--- src/design/fpgm_pkg.sv ---
`timescale 1ns / 1ps
// Shared types and constants for the farthest-pair greedy matcher.
// No dependencies; imported by the datapath, the top level and the checker.
package fpgm_pkg;

  localparam int unsigned COORD_W  = 16;
  localparam int unsigned CNT_W    = 6;
  localparam int unsigned OIDX_W   = 6;
  localparam int unsigned DIST_W   = 2 * COORD_W + 1;
  localparam int unsigned PAIR_MAX = 32;

  localparam logic [CNT_W-1:0] PAIR_COUNT_RST = 6'd1;

  localparam logic STATUS_OK  = 1'b0;
  localparam logic STATUS_ERR = 1'b1;

  typedef logic [COORD_W-1:0]   coord_t;
  typedef logic [2*COORD_W-1:0] pos_t;

  typedef enum logic [2:0] {
    ST_LOAD,
    ST_CHECK,
    ST_ERR,
    ST_SCAN_I,
    ST_LATCH_I,
    ST_SCAN_J,
    ST_DRAIN,
    ST_EMIT
  } state_e;

endpackage

--- src/design/fpgm_ram.sv ---
`timescale 1ns / 1ps
// Generic single-write, single-read RAM with registered read data.
// No dependencies.
module fpgm_ram #(
  parameter int unsigned WIDTH = 32,
  parameter int unsigned DEPTH = 64
) (
  input  logic                     clk_i,
  input  logic                     we_i,
  input  logic [$clog2(DEPTH)-1:0] waddr_i,
  input  logic [WIDTH-1:0]         wdata_i,
  input  logic                     re_i,
  input  logic [$clog2(DEPTH)-1:0] raddr_i,
  output logic [WIDTH-1:0]         rdata_o
);

  logic [WIDTH-1:0] mem_q [DEPTH];
  logic [WIDTH-1:0] rdata_q;

  always_ff @(posedge clk_i) begin
    if (we_i) begin
      mem_q[waddr_i] <= wdata_i;
    end
    if (re_i) begin
      rdata_q <= mem_q[raddr_i];
    end
  end

  assign rdata_o = rdata_q;

endmodule

--- src/design/fpgm_dist_pipe.sv ---
`timescale 1ns / 1ps
// Squared-distance pipeline and running best-pair tracker.
// Depends on fpgm_pkg. Takes the pair tag when the RAM read is issued.
module fpgm_dist_pipe #(
  parameter int unsigned IW = 6
) (
  input  logic            clk_i,
  input  logic            rst_ni,
  input  logic            clear_i,
  input  logic            issue_i,
  input  logic [IW-1:0]   src_i,
  input  logic [IW-1:0]   dst_i,
  input  fpgm_pkg::pos_t  pos_a_i,
  input  fpgm_pkg::pos_t  pos_b_i,
  output logic            busy_o,
  output logic [IW-1:0]   best_src_o,
  output logic [IW-1:0]   best_dst_o
);

  import fpgm_pkg::*;

  // stage 0: tag waits for the RAM word
  logic          s0_v_q;
  logic [IW-1:0] s0_src_q, s0_dst_q;
  // stage 1: absolute differences
  logic          s1_v_q;
  logic [IW-1:0] s1_src_q, s1_dst_q;
  coord_t        dx_q, dy_q;
  // stage 2: squares
  logic                 s2_v_q;
  logic [IW-1:0]        s2_src_q, s2_dst_q;
  logic [2*COORD_W-1:0] sqx_q, sqy_q;
  // best so far
  logic              found_q;
  logic [DIST_W-1:0] best_q;
  logic [IW-1:0]     bs_q, bd_q;

  coord_t            ax, ay, bx, by, dx_d, dy_d;
  logic [DIST_W-1:0] sum;
  logic              take;

  always_comb begin
    ax   = pos_a_i[COORD_W-1:0];
    ay   = pos_a_i[2*COORD_W-1:COORD_W];
    bx   = pos_b_i[COORD_W-1:0];
    by   = pos_b_i[2*COORD_W-1:COORD_W];
    dx_d = (ax > bx) ? ax - bx : bx - ax;
    dy_d = (ay > by) ? ay - by : by - ay;
    sum  = {1'b0, sqx_q} + {1'b0, sqy_q};
    // scan order is ascending (i,j), so strict greater keeps the tie rule
    take = s2_v_q && (!found_q || sum > best_q);
  end

  always_ff @(posedge clk_i or negedge rst_ni) begin
    if (!rst_ni) begin
      s0_v_q  <= 1'b0;
      s1_v_q  <= 1'b0;
      s2_v_q  <= 1'b0;
      found_q <= 1'b0;
    end else begin
      s0_v_q <= issue_i;
      s1_v_q <= s0_v_q;
      s2_v_q <= s1_v_q;
      if (clear_i) begin
        found_q <= 1'b0;
      end else if (take) begin
        found_q <= 1'b1;
      end
    end
  end

  always_ff @(posedge clk_i) begin
    s0_src_q <= src_i;
    s0_dst_q <= dst_i;
    s1_src_q <= s0_src_q;
    s1_dst_q <= s0_dst_q;
    dx_q     <= dx_d;
    dy_q     <= dy_d;
    s2_src_q <= s1_src_q;
    s2_dst_q <= s1_dst_q;
    sqx_q    <= (2*COORD_W)'(dx_q) * (2*COORD_W)'(dx_q);
    sqy_q    <= (2*COORD_W)'(dy_q) * (2*COORD_W)'(dy_q);
    if (take) begin
      best_q <= sum;
      bs_q   <= s2_src_q;
      bd_q   <= s2_dst_q;
    end
  end

  assign busy_o     = s0_v_q | s1_v_q | s2_v_q;
  assign best_src_o = bs_q;
  assign best_dst_o = bd_q;

endmodule

--- src/design/farthest_pair_greedy_matcher.sv ---
`timescale 1ns / 1ps
// Farthest-pair greedy matcher, top level. Loading takes one node word per cycle.
// A last-node word starts selection: each round scans all unused pairs. There are
// pair_count rounds per set, with a check state first. A refused request passes
// the check and error states before its error word is registered on the output.
// Reset (async, active low) clears node count, used flags and state; pair_count = 1.
module farthest_pair_greedy_matcher #(
  parameter int unsigned MAX_NODES = 64
) (
  input  logic                              clk_i,
  input  logic                              rst_ni,
  input  logic                              in_valid_i,
  output logic                              in_ready_o,
  input  fpgm_pkg::coord_t                  pos_x_i,
  input  fpgm_pkg::coord_t                  pos_y_i,
  input  logic                              last_node_i,
  output logic                              out_valid_o,
  input  logic                              out_ready_i,
  output logic [fpgm_pkg::OIDX_W-1:0]       source_index_o,
  output logic [fpgm_pkg::OIDX_W-1:0]       dest_index_o,
  output logic                              status_o,
  output logic                              last_pair_o,
  input  logic                              cfg_valid_i,
  output logic                              cfg_ready_o,
  input  logic [fpgm_pkg::CNT_W-1:0]        pair_count_i
);

  import fpgm_pkg::*;

  localparam int unsigned IW = $clog2(MAX_NODES);
  localparam int unsigned CW = $clog2(MAX_NODES + 1);
  localparam int unsigned KW = (CW > CNT_W + 1) ? CW : CNT_W + 1;

  state_e state_q, state_d;
  logic [CW-1:0]        n_q, n_d, i_q, i_d, j_q, j_d;
  logic [CNT_W-1:0]     round_q, round_d, want_q;
  logic [MAX_NODES-1:0] used_q, used_d;
  pos_t                 pos_src_q, pos_src_d;

  logic              out_valid_q, out_valid_d, out_load;
  logic [OIDX_W-1:0] src_q, src_d, dst_q, dst_d;
  logic              status_q, status_d, last_q, last_d;

  logic          ram_we, ram_re, issue, pipe_clear, pipe_busy;
  logic [IW-1:0] ram_raddr, best_src, best_dst;
  pos_t          ram_rdata;

  logic in_fire, out_free, i_used, j_used, i_end, j_end, bad_req, last_round;
  logic [CNT_W:0]           two_want;
  logic [IW+OIDX_W-1:0]     bs_ext, bd_ext;

  assign in_ready_o  = (state_q == ST_LOAD);
  assign cfg_ready_o = 1'b1;
  assign in_fire     = in_valid_i && in_ready_o;
  assign out_free    = !out_valid_q || out_ready_i;
  assign i_used      = used_q[i_q[IW-1:0]];
  assign j_used      = used_q[j_q[IW-1:0]];
  assign i_end       = (i_q + CW'(1)) >= n_q;
  assign j_end       = j_q >= n_q;
  assign two_want    = {want_q, 1'b0};
  assign bad_req     = (want_q == '0) || (want_q > CNT_W'(PAIR_MAX)) ||
                       (KW'(two_want) > KW'(n_q));
  assign last_round  = (round_q + CNT_W'(1)) == want_q;
  assign bs_ext      = {{OIDX_W{1'b0}}, best_src};
  assign bd_ext      = {{OIDX_W{1'b0}}, best_dst};

  fpgm_ram #(
    .WIDTH (2 * COORD_W),
    .DEPTH (MAX_NODES)
  ) u_pos_ram (
    .clk_i   (clk_i),
    .we_i    (ram_we),
    .waddr_i (n_q[IW-1:0]),
    .wdata_i ({pos_y_i, pos_x_i}),
    .re_i    (ram_re),
    .raddr_i (ram_raddr),
    .rdata_o (ram_rdata)
  );

  fpgm_dist_pipe #(
    .IW (IW)
  ) u_dist (
    .clk_i      (clk_i),
    .rst_ni     (rst_ni),
    .clear_i    (pipe_clear),
    .issue_i    (issue),
    .src_i      (i_q[IW-1:0]),
    .dst_i      (j_q[IW-1:0]),
    .pos_a_i    (pos_src_q),
    .pos_b_i    (ram_rdata),
    .busy_o     (pipe_busy),
    .best_src_o (best_src),
    .best_dst_o (best_dst)
  );

  // next state
  always_comb begin
    state_d = state_q;
    unique case (state_q)
      ST_LOAD: begin
        if (in_fire && last_node_i) state_d = ST_CHECK;
      end
      ST_CHECK: begin
        state_d = bad_req ? ST_ERR : ST_SCAN_I;
      end
      ST_ERR: begin
        if (out_free) state_d = ST_LOAD;
      end
      ST_SCAN_I: begin
        if (i_end) state_d = ST_DRAIN;
        else if (!i_used) state_d = ST_LATCH_I;
      end
      ST_LATCH_I: begin
        state_d = ST_SCAN_J;
      end
      ST_SCAN_J: begin
        if (j_end) state_d = ST_SCAN_I;
      end
      ST_DRAIN: begin
        if (!pipe_busy) state_d = ST_EMIT;
      end
      ST_EMIT: begin
        if (out_free) state_d = last_round ? ST_LOAD : ST_SCAN_I;
      end
      default: state_d = ST_LOAD;
    endcase
  end

  // datapath and outputs
  always_comb begin
    n_d        = n_q;
    i_d        = i_q;
    j_d        = j_q;
    round_d    = round_q;
    used_d     = used_q;
    pos_src_d  = pos_src_q;
    ram_we     = 1'b0;
    ram_re     = 1'b0;
    ram_raddr  = i_q[IW-1:0];
    issue      = 1'b0;
    pipe_clear = 1'b0;
    out_load   = 1'b0;
    src_d      = src_q;
    dst_d      = dst_q;
    status_d   = status_q;
    last_d     = last_q;
    unique case (state_q)
      ST_LOAD: begin
        // a full store drops the word and keeps the count saturated
        if (in_fire && (n_q != CW'(MAX_NODES))) begin
          ram_we = 1'b1;
          n_d    = n_q + CW'(1);
        end
      end
      ST_CHECK: begin
        i_d        = '0;
        round_d    = '0;
        used_d     = '0;
        pipe_clear = 1'b1;
      end
      ST_ERR: begin
        if (out_free) begin
          out_load = 1'b1;
          src_d    = '0;
          dst_d    = '0;
          status_d = STATUS_ERR;
          last_d   = 1'b1;
          n_d      = '0;
        end
      end
      ST_SCAN_I: begin
        if (!i_end) begin
          if (i_used) begin
            i_d = i_q + CW'(1);
          end else begin
            ram_re = 1'b1;
            j_d    = i_q + CW'(1);
          end
        end
      end
      ST_LATCH_I: begin
        pos_src_d = ram_rdata;
      end
      ST_SCAN_J: begin
        if (j_end) begin
          i_d = i_q + CW'(1);
        end else begin
          j_d       = j_q + CW'(1);
          ram_raddr = j_q[IW-1:0];
          if (!j_used) begin
            ram_re = 1'b1;
            issue  = 1'b1;
          end
        end
      end
      ST_DRAIN: begin
      end
      ST_EMIT: begin
        if (out_free) begin
          out_load         = 1'b1;
          src_d            = bs_ext[OIDX_W-1:0];
          dst_d            = bd_ext[OIDX_W-1:0];
          status_d         = STATUS_OK;
          last_d           = last_round;
          used_d[best_src] = 1'b1;
          used_d[best_dst] = 1'b1;
          round_d          = round_q + CNT_W'(1);
          i_d              = '0;
          pipe_clear       = 1'b1;
          if (last_round) begin
            n_d    = '0;
            used_d = '0;
          end
        end
      end
      default: begin
      end
    endcase
    out_valid_d = out_load ? 1'b1 : (out_ready_i ? 1'b0 : out_valid_q);
  end

  always_ff @(posedge clk_i or negedge rst_ni) begin
    if (!rst_ni) begin
      state_q     <= ST_LOAD;
      n_q         <= '0;
      used_q      <= '0;
      want_q      <= PAIR_COUNT_RST;
      out_valid_q <= 1'b0;
      i_q         <= '0;
      j_q         <= '0;
      round_q     <= '0;
    end else begin
      state_q     <= state_d;
      n_q         <= n_d;
      used_q      <= used_d;
      out_valid_q <= out_valid_d;
      i_q         <= i_d;
      j_q         <= j_d;
      round_q     <= round_d;
      if (cfg_valid_i && cfg_ready_o) begin
        want_q <= pair_count_i;
      end
    end
  end

  always_ff @(posedge clk_i) begin
    pos_src_q <= pos_src_d;
    src_q     <= src_d;
    dst_q     <= dst_d;
    status_q  <= status_d;
    last_q    <= last_d;
  end

  assign out_valid_o    = out_valid_q;
  assign source_index_o = src_q;
  assign dest_index_o   = dst_q;
  assign status_o       = status_q;
  assign last_pair_o    = last_q;

endmodule

--- config.mk ---
export PLATFORM = sky130hd
export DESIGN_NAME = farthest_pair_greedy_matcher
export DESIGN_NICKNAME = d
export VERILOG_FILES = /design/src/design/fpgm_pkg.sv /design/src/design/fpgm_ram.sv /design/src/design/fpgm_dist_pipe.sv /design/src/design/farthest_pair_greedy_matcher.sv
export SDC_FILE = /design/constraint.sdc
export NUM_CORES = 2
export LEC_CHECK = 0
export BUFFER_PORTS_ARGS = -buffer_cell sky130_fd_sc_hd__clkbuf_2
export CORE_MARGIN = 1
export CORE_UTILIZATION = 55
export DETAILED_ROUTE_END_ITERATION = 10
export GPL_ROUTABILITY_DRIVEN = 0
export PLACE_DENSITY = 0.71
export SETUP_SLACK_MARGIN = 0.15
export SYNTH_ARGS = -nofsm -noshare
export SYNTH_HDL_FRONTEND = slang
export SYNTH_HIERARCHICAL = 1
export SYNTH_SLANG_ARGS = --single-unit
--- constraint.sdc ---
create_clock -name clk_i -period 12.1 [get_ports clk_i]
set_input_delay 0 -clock clk_i [delete_from_list [all_inputs] [get_ports clk_i]]
set_output_delay 0 -clock clk_i [all_outputs]
set_load 0.05 [all_outputs]
==> key figures <==
Status
  – Result of the run: complete, but fails checks
  – Violated checks: design-rule violations

Yosys
  – Top flip-flop cell by instance count after synthesis: sky130_fd_sc_hd__edfxtp_1
  – Number of synthesized flops with an enable pin: 2171
  – Post-synthesis share of cell area spent on full adders, half adders and majority gates: 9.916%
  – Combinational family with the most area after synthesis: multiplexers
  – Synthesized-area fraction occupied by ao, oa, aoi and oai cells: 4.795%
  – Netlist cell types: 98
  – Cell count after synthesis: 6712
  – Post-synthesis simple-gate area fraction: 4.283%
  – Synthesized netlist net count: 7438
  – Synthesized area per cell: 16.52 sq um
  – Cell types with the largest area share after synthesis: sky130_fd_sc_hd__edfxtp_1 59%, sky130_fd_sc_hd__mux4_2 12%, sky130_fd_sc_hd__fa_1 5.9%, sky130_fd_sc_hd__ha_1 4.0%, sky130_fd_sc_hd__dfrtp_1 2.3%
  – Flops & latches, synth: 2406
  – Warnings from Yosys: 6
  – Top-count cell post-synth: sky130_fd_sc_hd__edfxtp_1
  – Proportion of register bits with asynchronous set or reset after synthesis: 4.364%
  – Area share of xor/xnor cells in the synthesized design: 1.114%
  – Top cell types by occurrence after synthesis: 2171 x sky130_fd_sc_hd__edfxtp_1, 636 x sky130_fd_sc_hd__inv_1, 571 x sky130_fd_sc_hd__mux4_2, 354 x sky130_fd_sc_hd__ha_1, 335 x sky130_fd_sc_hd__nor2_1
  – Yosys top cell by area: sky130_fd_sc_hd__edfxtp_1
  – Fraction of post-synthesis cell area in the top cell type by area: 58.79%
  – Sequential share of the synthesized area: 63.51%
  – Proportion of synthesized area in mux cells: 12.91%
  – Post-synthesis instance area: 110900 sq um

STA
  – Final-layout worst hold slack: 202.9 ps
  – Final hold violation count: 0
  – Finish-stage setup viols: 0
  – Final clock skew: 90.78 ps
  – Number of max-slew violations in the final report: 0
  – Headroom to the max-slew limit: 20.03%
  – Final Cycle Share: 55.78%
  – Transition time at the pin with the least slew margin: 1196 ps
  – Unrepaired setup endpoints after global routing: no
  – Final critical path time including I/O delays and setup: 6750 ps
  – Smallest setup slack after layout: 5350 ps
  – Maximum frequency from static timing analysis: 0.1482 GHz
  – Post-route setup TNS: 0 ps

Floorplanning
  – Placement row count: 164
  – Number of primary I/O pins: 61
  – Total Die Area: 203400 sq um
  – Initial Utilization: 55.43%
  – Chip width: 451.0 um
  – Vert. Die Dim: 451.0 um
  – Core region area: 200100 sq um

Drt
  – Final ANT Viol Nets: 0
  – Initial DRC count: 7259
  – Pre-Repair DR Iteration Count: 11
  – Total length of routed wires: 277.1 mm
  – Total via count after detailed routing: 61320
  – Remaining design rule violation count: 14
  – Detailed-route wire length per cell: 28.43 um
  – Drt via density: 6.291

Global route
  – Met2 routing resource usage after global routing: 45.49%
  – GR Util met1: 36.92%
  – Met3 usage in global routing: 4.435%
  – Aggregate global routing overflow: 0
  – Wire length of the first global-routing pass: 408.7 mm
  – Pin count of the biggest net entering global routing: 107
  – Via count of the first global-routing pass: 62080
  – Total track usage: 27.49%
  – Most crowded layer after global routing: met2
  – Antenna violations before repair: 8

Finish
  – Post-route cell area: 122800 sq um
  – Fraction of final layout cells with drive strength greater than 1: 17.59%
  – Growth of design area from synthesis to finish: 10.72%
  – Total of fill cells in the finished design: 14170
  – Number of nets in the finished design: 7627

Worst setup path
  – Critical path endpoint category: flip-flop
  – Reg-to-Reg End: u_dist/sqx_q[30]$_DFF_P_
  – Register-to-register setup slack: 5350 ps
  – Reg2reg path depth: 22
  – CP startpoint kind: flip-flop
  – Launching point of the worst reg2reg path: u_dist/dx_q[13]$_DFF_P_
  – WS Path Type: flip-flop to flip-flop
  – Data required, critical path: 12820 ps
  – CP arrival: 7470 ps
  – Crit Path Max Fanout: 14

Flow run
  – Max-Cap Viols: 0

Placed design
  – Sum of net half-perimeters after detailed placement: 166.2 mm
  – Port Buffer Count: 59
  – Standard cell area after detailed placement: 114800 sq um
  – Setup slack after placement: 5339 ps

Clocking
  – Clock root cell: sky130_fd_sc_hd__clkbuf_16
  – Post-CTS Hold Fix Bufs: 56
  – Source-to-sink clock delay at the later pin of the worst-skew pair: 910 ps
  – Number of H-tree branching levels: 4
  – Clock slew at reported path FFs: 60 ps
  – Post-CTS setup-driven buffer insertion count: 0
  – Number of buffers inserted during clock tree synthesis: 233
  – TritonCTS clock tree: done
  – Total number of clock tree sinks: 2406
  – Buffer levels on the longest clock path: 3
  – Post_cts resized: 0

Hold path
  – Hold depth: 3
  – Tightest Hold Check Type: primary input to flip-flop
  – Hold path start: cfg_valid_i
  – Hold path endpoint: want_q[5]$_DFFE_PN0P_
==> worst max-delay path, stage by stage, from the launching register on <==
cell                       delay (ps)
sky130_fd_sc_hd__dfxtp_1          690
sky130_fd_sc_hd__inv_1            270
sky130_fd_sc_hd__nor2_1           230
sky130_fd_sc_hd__ha_1             290
sky130_fd_sc_hd__xor2_1           190
sky130_fd_sc_hd__fa_1             540
sky130_fd_sc_hd__inv_1             50
sky130_fd_sc_hd__fa_1             480
sky130_fd_sc_hd__fa_1             520
sky130_fd_sc_hd__fa_1             490
sky130_fd_sc_hd__inv_1             50
sky130_fd_sc_hd__fa_1             470
sky130_fd_sc_hd__inv_1             40
sky130_fd_sc_hd__ha_1             340
sky130_fd_sc_hd__and3_1           270
sky130_fd_sc_hd__nand3_1           90
sky130_fd_sc_hd__a211oi_1         180
sky130_fd_sc_hd__nor2_1           110
sky130_fd_sc_hd__a311oi_1         610
sky130_fd_sc_hd__a21oi_1          220
sky130_fd_sc_hd__o21bai_1         220
sky130_fd_sc_hd__a221oi_1         130
sky130_fd_sc_hd__xnor2_1          140
==> logic make-up (layout without fill, tap and decap cells) <==
| kind of cell | Yosys count | after routing |
|---|---|---|
| multiplexers | 712 | 712 |
| other | 1 | 2 |
| buffers and inverters | 946 | 1325 |
| AO/OA/AOI/OAI | 821 | 821 |
| flip-flops | 2406 | 2406 |
| XOR/XNOR | 141 | 141 |
| adder cells (fa/ha/maj) | 682 | 682 |
| AND/OR/NAND/NOR | 1003 | 1003 |
==> routing by layer <==
metal | wire, um | up-vias | part of all wire (%)
met5 | 22 | - | 0.0079
met4 | 11480 | 4 | 4.1
met3 | 24780 | 566 | 8.9
met2 | 136400 | 3169 | 49
met1 | 104400 | 31760 | 38
li1 | - | 25820 | -
==> worst max path at each step <==
stage | cells after the start | start | endpoint | slack, ps
final | 22 | u_dist/dx_q[13]$_DFF_P_ | u_dist/sqx_q[30]$_DFF_P_ | 5350
after floorplan | 22 | u_dist/dx_q[14]$_DFF_P_ | u_dist/sqx_q[29]$_DFF_P_ | 5890
after CTS | 22 | u_dist/dx_q[13]$_DFF_P_ | u_dist/sqx_q[30]$_DFF_P_ | 5320
after global placement | 23 | u_dist/dx_q[9]$_DFF_P_ | u_dist/sqx_q[30]$_DFF_P_ | 5530
after detailed placement | 22 | u_dist/dx_q[13]$_DFF_P_ | u_dist/sqx_q[30]$_DFF_P_ | 5340
after global routing | 22 | u_dist/dx_q[13]$_DFF_P_ | u_dist/sqx_q[30]$_DFF_P_ | 4890
==> flip-flops by register name (all words and copies together) (netlist names), 7 cells and up <==
name and cells:
u_dist/best_q 33, n_q 7, used_q 64, u_pos_ram/mem_q 2048, u_pos_ram/rdata_o 32, i_q 7
u_dist/sqx_q 31, u_dist/dx_q 16, pos_src_q 32, j_q 7, u_dist/dy_q 16, u_dist/sqy_q 31
==> metrics by stage <==
stage	cells	util (%)
final	9748	61.37
after global routing	9747	61.37
after CTS	9747	61.37
after detailed placement	9266	57.37
after global placement	9266	57.37
after floorplan	6712	-
==> layout make-up <==
type	instances	area (sq um)	share of cell area [%]
clock inverters	132	1229	1.001
flip-flops and latches	2406	70420	57.36
diodes	1	2.502	0.002038
well taps	2656	3323	2.707
inverters	636	2387	1.944
repair buffers	264	2069	1.686
clock buffers	293	6188	5.040
multi-input cells	3360	37160	30.26
==> placed cells by master, fill, tap and decap left out, types with 14 or more instances in the layout <==
| master | count |
|---|---|
| sky130_fd_sc_hd__and2_1 | 95 |
| sky130_fd_sc_hd__o22ai_1 | 150 |
| sky130_fd_sc_hd__a21o_1 | 85 |
| sky130_fd_sc_hd__and3_1 | 23 |
| sky130_fd_sc_hd__o221ai_1 | 29 |
| sky130_fd_sc_hd__a211oi_1 | 21 |
| sky130_fd_sc_hd__nand3_1 | 73 |
| sky130_fd_sc_hd__clkbuf_16 | 235 |
| sky130_fd_sc_hd__xnor2_1 | 89 |
| sky130_fd_sc_hd__nand3b_1 | 21 |
| sky130_fd_sc_hd__a31oi_1 | 20 |
| sky130_fd_sc_hd__buf_4 | 144 |
| sky130_fd_sc_hd__dlygate4sd3_1 | 55 |
| sky130_fd_sc_hd__o21a_1 | 14 |
| sky130_fd_sc_hd__xor2_1 | 52 |
| sky130_fd_sc_hd__ha_1 | 354 |
| sky130_fd_sc_hd__mux4_2 | 571 |
| sky130_fd_sc_hd__nor2b_1 | 44 |
| sky130_fd_sc_hd__clkinv_2 | 40 |
| sky130_fd_sc_hd__nand2_1 | 273 |
| sky130_fd_sc_hd__nand4_1 | 27 |
| sky130_fd_sc_hd__clkinv_1 | 50 |
| sky130_fd_sc_hd__o31ai_1 | 15 |
| sky130_fd_sc_hd__nor2_1 | 273 |
| sky130_fd_sc_hd__a22oi_1 | 22 |
| sky130_fd_sc_hd__clkbuf_2 | 58 |
| sky130_fd_sc_hd__o21ai_1 | 20 |
| sky130_fd_sc_hd__dfrtp_1 | 104 |
| sky130_fd_sc_hd__a21oi_1 | 252 |
| sky130_fd_sc_hd__nor3_1 | 16 |
| sky130_fd_sc_hd__mux2i_1 | 124 |
| sky130_fd_sc_hd__fa_1 | 328 |
| sky130_fd_sc_hd__clkbuf_1 | 49 |
| sky130_fd_sc_hd__o21bai_1 | 17 |
| sky130_fd_sc_hd__dfxtp_1 | 130 |
| sky130_fd_sc_hd__nor2_4 | 62 |
| sky130_fd_sc_hd__o21ai_0 | 75 |
| sky130_fd_sc_hd__nand2b_1 | 30 |
| sky130_fd_sc_hd__inv_1 | 636 |
| sky130_fd_sc_hd__edfxtp_1 | 2171 |
Power is not shown: default switching activity piles up to over one toggle a cycle in this logic, so the estimate is an artifact.
